## src/sv/arp_pkg.sv

```systemverilog
// Package: ARP cache word types and fixed header constants.
package arp_pkg;

	typedef struct packed {
		logic        action;
		logic [15:0] opcode;
		logic [31:0] sender_ip;
		logic [47:0] sender_mac;
		logic [31:0] target_ip;
		logic [15:0] hw_type;
		logic [15:0] proto_type;
		logic [7:0]  hw_len;
		logic [7:0]  proto_len;
		logic [31:0] lookup_ip;
	} arp_item_t;

	typedef struct packed {
		logic [1:0]  result_kind;
		logic [47:0] dest_mac;
		logic [15:0] out_opcode;
		logic [15:0] out_hw_type;
		logic [15:0] out_proto_type;
		logic [7:0]  out_hw_len;
		logic [7:0]  out_proto_len;
		logic [47:0] out_sender_mac;
		logic [31:0] out_sender_ip;
		logic [47:0] out_target_mac;
		logic [31:0] out_target_ip;
		logic [47:0] resolved_mac;
	} arp_result_t;

	localparam logic        ACT_PACKET  = 1'b0;
	localparam logic        ACT_RESOLVE = 1'b1;

	localparam logic [1:0]  KIND_REPLY = 2'd0;
	localparam logic [1:0]  KIND_HIT   = 2'd1;
	localparam logic [1:0]  KIND_MISS  = 2'd2;

	localparam logic [15:0] OP_REQUEST = 16'd1;
	localparam logic [15:0] OP_REPLY   = 16'd2;

	localparam logic [15:0] HTYPE_ETH   = 16'd1;
	localparam logic [15:0] PTYPE_IPV4  = 16'h0800;
	localparam logic [7:0]  HLEN_ETH    = 8'd6;
	localparam logic [7:0]  PLEN_IPV4   = 8'd4;
	localparam logic [47:0] MAC_BCAST   = {6{8'hFF}};

	localparam logic        REG_LOCAL_IP  = 1'b0;
	localparam logic        REG_LOCAL_MAC = 1'b1;

endpackage

```

## src/sv/arp_cache_responder.sv

```systemverilog
// Top level: ARP cache with request responder and address resolver.
//
// Pulse start while busy is low to hand in one word; busy stays high until the
// item is finished. The cache is scanned one entry per cycle through a single
// compare unit reading a registered memory port; the scan stops at the first
// match or after the last entry, so at most CACHE_ENTRIES entries are compared.
// Results appear on result marked by done, which is high for a single cycle, and cannot be
// held off. A packet that is not a request for local_ip yields no result.
// Cache entries are cleared at reset through per-entry valid bits, with no sweep.
module arp_cache_responder #(
	parameter int CACHE_ENTRIES = 16
) (
	input  logic                clk,
	input  logic                arst_n,
	input  logic                start,
	output logic                busy,
	input  arp_pkg::arp_item_t  item,
	input  logic                cfg_we,
	input  logic                cfg_index,
	input  logic [47:0]         cfg_wdata,
	output logic                done,
	output arp_pkg::arp_result_t result
);
	import arp_pkg::*;

	localparam int IW = (CACHE_ENTRIES > 1) ? $clog2(CACHE_ENTRIES) : 1;
	localparam logic [IW-1:0] LAST = IW'(CACHE_ENTRIES - 1);

	typedef enum logic [3:0] {
		S_IDLE  = 4'b0001,
		S_PRIME = 4'b0010,
		S_SCAN  = 4'b0100,
		S_DONE  = 4'b1000
	} state_t;

	state_t state_q;

	logic [31:0] local_ip_q;
	logic [47:0] local_mac_q;

	arp_item_t item_q;

	logic [31:0] ip_mem  [CACHE_ENTRIES];
	logic [47:0] mac_mem [CACHE_ENTRIES];
	logic [CACHE_ENTRIES-1:0] valid_q;

	logic [IW-1:0] addr_q;
	logic [IW-1:0] cmp_idx_q;
	logic [31:0]   rd_ip_q;
	logic [47:0]   rd_mac_q;
	logic          rd_vld_q;

	logic          hit_q;
	logic [IW-1:0] hit_idx_q;
	logic [47:0]   hit_mac_q;

	logic          done_q;
	arp_result_t   result_q;
	arp_result_t   result_d;

	logic [31:0] e_ip;
	logic [47:0] e_mac;
	logic [31:0] key_ip;
	logic        match;
	logic        reply_due;
	logic        write_en;

	assign e_ip   = rd_vld_q ? rd_ip_q : 32'd0;
	assign e_mac  = rd_vld_q ? rd_mac_q : 48'd0;
	assign key_ip = (item_q.action == ACT_RESOLVE) ? item_q.lookup_ip : item_q.sender_ip;
	assign match  = (e_ip == key_ip) || ((item_q.action == ACT_PACKET) && (e_ip == 32'd0));

	assign reply_due = (item_q.action == ACT_PACKET) && (item_q.opcode == OP_REQUEST) &&
		(item_q.target_ip == local_ip_q);
	assign write_en  = (state_q == S_DONE) && (item_q.action == ACT_PACKET) && hit_q;

	assign busy   = (state_q != S_IDLE);
	assign done   = done_q;
	assign result = result_q;

	always_ff @(posedge clk or negedge arst_n) begin
		if (!arst_n) begin
			local_ip_q  <= '0;
			local_mac_q <= '0;
		end else if (cfg_we) begin
			unique case (cfg_index)
				REG_LOCAL_IP:  local_ip_q  <= cfg_wdata[31:0];
				REG_LOCAL_MAC: local_mac_q <= cfg_wdata;
				default: ;
			endcase
		end
	end

	always_ff @(posedge clk) begin
		if (write_en) begin
			ip_mem[hit_idx_q]  <= item_q.sender_ip;
			mac_mem[hit_idx_q] <= item_q.sender_mac;
		end
		rd_ip_q   <= ip_mem[addr_q];
		rd_mac_q  <= mac_mem[addr_q];
		rd_vld_q  <= valid_q[addr_q];
		cmp_idx_q <= addr_q;
	end

	always_ff @(posedge clk or negedge arst_n) begin
		if (!arst_n) begin
			valid_q <= '0;
		end else if (write_en) begin
			valid_q[hit_idx_q] <= 1'b1;
		end
	end

	always_ff @(posedge clk or negedge arst_n) begin
		if (!arst_n) begin
			state_q <= S_IDLE;
			addr_q  <= '0;
			done_q  <= 1'b0;
		end else begin
			done_q <= 1'b0;
			unique case (state_q)
				S_IDLE: begin
					addr_q <= '0;
					if (start) begin
						state_q <= S_PRIME;
					end
				end
				S_PRIME: begin
					if (addr_q != LAST) begin
						addr_q <= addr_q + 1'b1;
					end
					state_q <= S_SCAN;
				end
				S_SCAN: begin
					if (match || (cmp_idx_q == LAST)) begin
						state_q <= S_DONE;
					end else if (addr_q != LAST) begin
						addr_q <= addr_q + 1'b1;
					end
				end
				S_DONE: begin
					done_q  <= (item_q.action == ACT_RESOLVE) || reply_due;
					state_q <= S_IDLE;
				end
				default: state_q <= S_IDLE;
			endcase
		end
	end

	always_comb begin
		result_d = '0;
		if (item_q.action == ACT_PACKET) begin
			result_d.result_kind    = KIND_REPLY;
			result_d.dest_mac       = item_q.sender_mac;
			result_d.out_opcode     = OP_REPLY;
			result_d.out_hw_type    = item_q.hw_type;
			result_d.out_proto_type = item_q.proto_type;
			result_d.out_hw_len     = item_q.hw_len;
			result_d.out_proto_len  = item_q.proto_len;
			result_d.out_sender_mac = local_mac_q;
			result_d.out_sender_ip  = local_ip_q;
			result_d.out_target_mac = item_q.sender_mac;
			result_d.out_target_ip  = item_q.sender_ip;
		end else if (hit_q) begin
			result_d.result_kind  = KIND_HIT;
			result_d.resolved_mac = hit_mac_q;
		end else begin
			result_d.result_kind    = KIND_MISS;
			result_d.dest_mac       = MAC_BCAST;
			result_d.out_opcode     = OP_REQUEST;
			result_d.out_hw_type    = HTYPE_ETH;
			result_d.out_proto_type = PTYPE_IPV4;
			result_d.out_hw_len     = HLEN_ETH;
			result_d.out_proto_len  = PLEN_IPV4;
			result_d.out_sender_mac = local_mac_q;
			result_d.out_sender_ip  = local_ip_q;
			result_d.out_target_ip  = item_q.lookup_ip;
		end
	end

	always_ff @(posedge clk) begin
		if (state_q == S_IDLE && start) begin
			item_q <= item;
			hit_q  <= 1'b0;
		end
		if (state_q == S_SCAN && match) begin
			hit_q     <= 1'b1;
			hit_idx_q <= cmp_idx_q;
			hit_mac_q <= e_mac;
		end
		if (state_q == S_DONE) begin
			result_q <= result_d;
		end
	end

endmodule
```

## config.mk

```make
export PLATFORM = sky130hd
export DESIGN_NAME = arp_cache_responder
export DESIGN_NICKNAME = d
export VERILOG_FILES = /design/src/sv/arp_pkg.sv /design/src/sv/arp_cache_responder.sv
export SDC_FILE = /design/constraint.sdc
export NUM_CORES = 2
export LEC_CHECK = 0
export ABC_AREA = 1
export BUFFER_PORTS_ARGS = -buffer_cell sky130_fd_sc_hd__buf_2
export CORE_UTILIZATION = 60
export CTS_CLUSTER_DIAMETER = 30
export CTS_CLUSTER_SIZE = 8
export DETAILED_ROUTE_END_ITERATION = 10
export PLACE_DENSITY = 0.83
export SYNTH_ARGS = -nofsm -noshare
export SYNTH_HDL_FRONTEND = slang
export SYNTH_SLANG_ARGS = --single-unit
export TNS_END_PERCENT = 1
```

## constraint.sdc

```tcl
create_clock -name clk -period 26.7 [get_ports clk]
set_input_delay 4.005 -clock clk [delete_from_list [all_inputs] [get_ports clk]]
set_output_delay 4.005 -clock clk [all_outputs]
set_load 0.03 [all_outputs]
```

==> impl_metrics.csv <==
group,metric,value,unit
run,maxCapViolations,0,
floorplanning,fp.dieW,359,µm
yosys,ys_seq_area_frac,0.784,
pwr,seqPwrFrac,0.432,
pwr,cellLeakagePower,0.0344,µW
timing,tns,0,ns
pwr,design_power_total,9450,µW
clock_tree,cts_sinks,2039,
placed_design,place_congestion,0.872,
layout,multi_input_area,13800,µm²
hold_path,hold_class,"reg2reg",
placed_design,numPortBuffers,571,
drt,routedWlPerCell,26.6,µm
layout,mostFrequentLayoutCells,"edfxtp_1, nor2_1, o21ai_0",
clock_tree,cts.clk_slew.worst_paths,0.04,ns
timing,relSlewSlack,0.124,
setup_path,crit_type,"reg2out",
yosys,synth_area_per_cell,13.6,µm²
timing,rsz0062_at_grt,"no",
floorplanning,start_util,0.606,
layout,final_area,92500,µm²
yosys,async_flop_share,0.0515,
timing,finalMaxSlewViolations,0,
drt,first_pass_iters,8,
timing,hold_ws,0.461,ns
setup_path,cpPeakStageDelay,0.52,ns
drt,drc,0,
setup_path,start_kind,"flip-flop",
layout,n_fill_cell,6571,
yosys,synth.cell_area,76300,µm²
clock_tree,cts_buffers,373,
placed_design,dp_hpwl,102000,µm
outcome,status,"completed",
clock_tree,htreeDepth,5,
layout,final-seq-area,59900,µm²
clock_tree,cts_tree,"built",
timing,setup_viol,0,
yosys,synthCells,5628,
global_route,grt_pass1_wl,317000,µm
placed_design,placed_cells,7589,
clock_tree,cts_root_buf,"clkbuf_16",
setup_path,path_cells,"inv_1 -> nor4_1 -> inv_1 -> buf_2",
pwr,intPower,7030,µW
timing,finalCriticalPeriod,6.21,ns
clock_tree,cts_setup_buffers,0,
yosys,ys_seq_elements,2039,
timing,worst_slew_pin_slew,1.31,ns
setup_path,cp_max_fo,6,
clock_tree,max-clock-path-buffers,4,
setup_path,crit_required,22.69,ns
yosys,synth_edf_count,1848,
clock_tree,cts_hold_buf,0,
floorplanning,rows,130,
placed_design,placed_area,80500,µm²
setup_path,critPathSlowestCell,"dfstp_2",
layout,drive_above_1_share,0.185,
global_route,grt.total_usage,0.333,
setup_path,critPathTopFamily,"buffers and inverters",
drt,finalWirelength,219000,µm
timing,clock_skew,0.0815,ns
drt,dr_total_vias,53032,
pwr,switching_share,0.256,
pwr,p_per_area,102,nW/µm²
pwr,switchingPower,2420,µW
layout,mostFrequentLayoutCell,"edfxtp_1",
drt,final_antenna_net_count,0,
clock_tree,clock_latency,0.93,ns
timing,final-hold-violation-count,0,
yosys,ys_warn_count,0,
pwr,p_clk_frac,0.475,
timing,period_share,0.232,
drt,drtIter0Drc,8695,
yosys,synth_cell_type_count,39,
setup_path,worst_setup_path_end_kind,"output pin",
pwr,p_comb_frac,0.093,
setup_path,cp.arrival,2.20,ns
setup_path,crit_buf_inv,3,
drt,via_per_inst,6.42,
global_route,antenna_found_initial,10,
global_route,grt-ovfl-total,0,
floorplanning,coreArea,126000,µm²
layout,area_growth,21.2,%
pwr,irDropWorstVdd,72.9,µV
clock_tree,cts_resized,0,
floorplanning,dieArea,129000,µm²
timing,fmax,161,MHz
layout,nets,6578,
layout,final_cells,8255,
yosys,ys.flop_type,"edfxtp_1",
floorplanning,die_h,359,µm
setup_path,cp_common_cell,"inv_1",
floorplanning,ioPinCount,586,
global_route,grt_pass1_vias,53725,
global_route,grt_max_degree,343,
cell families after synthesis:
logic type / synth area share
adders and majority gates: 0.000164
xor gates and xnor gates: 0.00287
and+or+nand+nor: 0.0871
buffers and inverters: 0.0372
AOI/OAI and AO/OA: 0.0881
other: 0.0000492
DFF: 0.784
flip-flops by register name (all words and copies together), names as in the netlist:
name	flops
addr_q	4
cmp_idx_q	4
done	1
hit_idx_q	4
hit_mac_q	48
hit_q	1
ip_mem	512
item_q	209
local_ip_q	32
local_mac_q	48
mac_mem	768
rd_ip_q	32
rd_mac_q	48
rd_vld_q	1
result	307
state_q	4
valid_q	16
per-stage QoR:
stage / worst slack, ns / utilization
after floorplan: 7.88 / -
after CTS: 20.50 / 0.734
after detailed placement: 20.42 / 0.640
final: 20.49 / 0.734
after global placement: 20.51 / 0.640
after global routing: 20.40 / 0.734
cell usage after synthesis (all sizes together) (5+ instances only):
library cell	number	area (µm²)
o221ai	127	1110
a21oi	24	120
nand2	514	1950
nand3	183	921
nor2	929	3490
dfxtp	86	1720
o21ai	803	4020
o211ai	33	248
inv	363	1370
nor3	5	25.0
nor4	9	56.3
nand4	15	93.8
edfxtp	1848	55500
o22ai	193	1210
xnor2	11	96.3
buf	88	504
or2	16	100
dfrtp	104	2600
xor2	14	123
clkbuf	255	957
worst min-delay path: stages, from the launching register on:
cell	delay, ns
dfrtp_1	0.31
inv_1	0.04
o21ai_0	0.06
area by class of cell:
| cell class | instances | share of cell area |
|---|---|---|
| Sequential cell | 2039 | 0.647 |
| Multi-Input combinational cell | 2895 | 0.149 |
| Clock buffer | 540 | 0.114 |
| Timing Repair Buffer | 642 | 0.0371 |
| Tap cell | 1650 | 0.0223 |
| Inverter | 364 | 0.0152 |
| Clock inverter | 118 | 0.0143 |
| Antenna cell | 7 | 0.000189 |
path summary, 6_finish.rpt:
path / from / end / slack [ns] / cells past startpoint
max: state_q[0] / busy / 20.49 / 4
min: valid_q[14] / valid_q[14] / 0.46 / 2
max reg2reg: item_q[208] / hit_mac_q[45] / 21.41 / 15
min reg2reg: valid_q[14] / valid_q[14] / 0.46 / 2
max in group asynchronous: arst_n / addr_q[1] / 22.19 / 2
min in group asynchronous: arst_n / local_mac_q[41] / 3.07 / 1
layer usage:
layer  track usage  part of all wire  wire (µm)
met5             0           0.00034         74
met4         0.215             0.068      14800
met3        0.0893              0.14      29900
met2         0.534              0.48     105000
met1         0.399              0.32      70000
power groups by stage:
stage / clock network [µW] / logic [µW] / registers [µW]
finish: 4490 / 881 / 4080
global route: 4630 / 936 / 4090
CTS: 4490 / 847 / 4070
detailed placement: 0 / 800 / 4120
global placement: 0 / 758 / 4100
floorplan: 0 / 558 / 4040
Power figures use the tool's default switching activity.
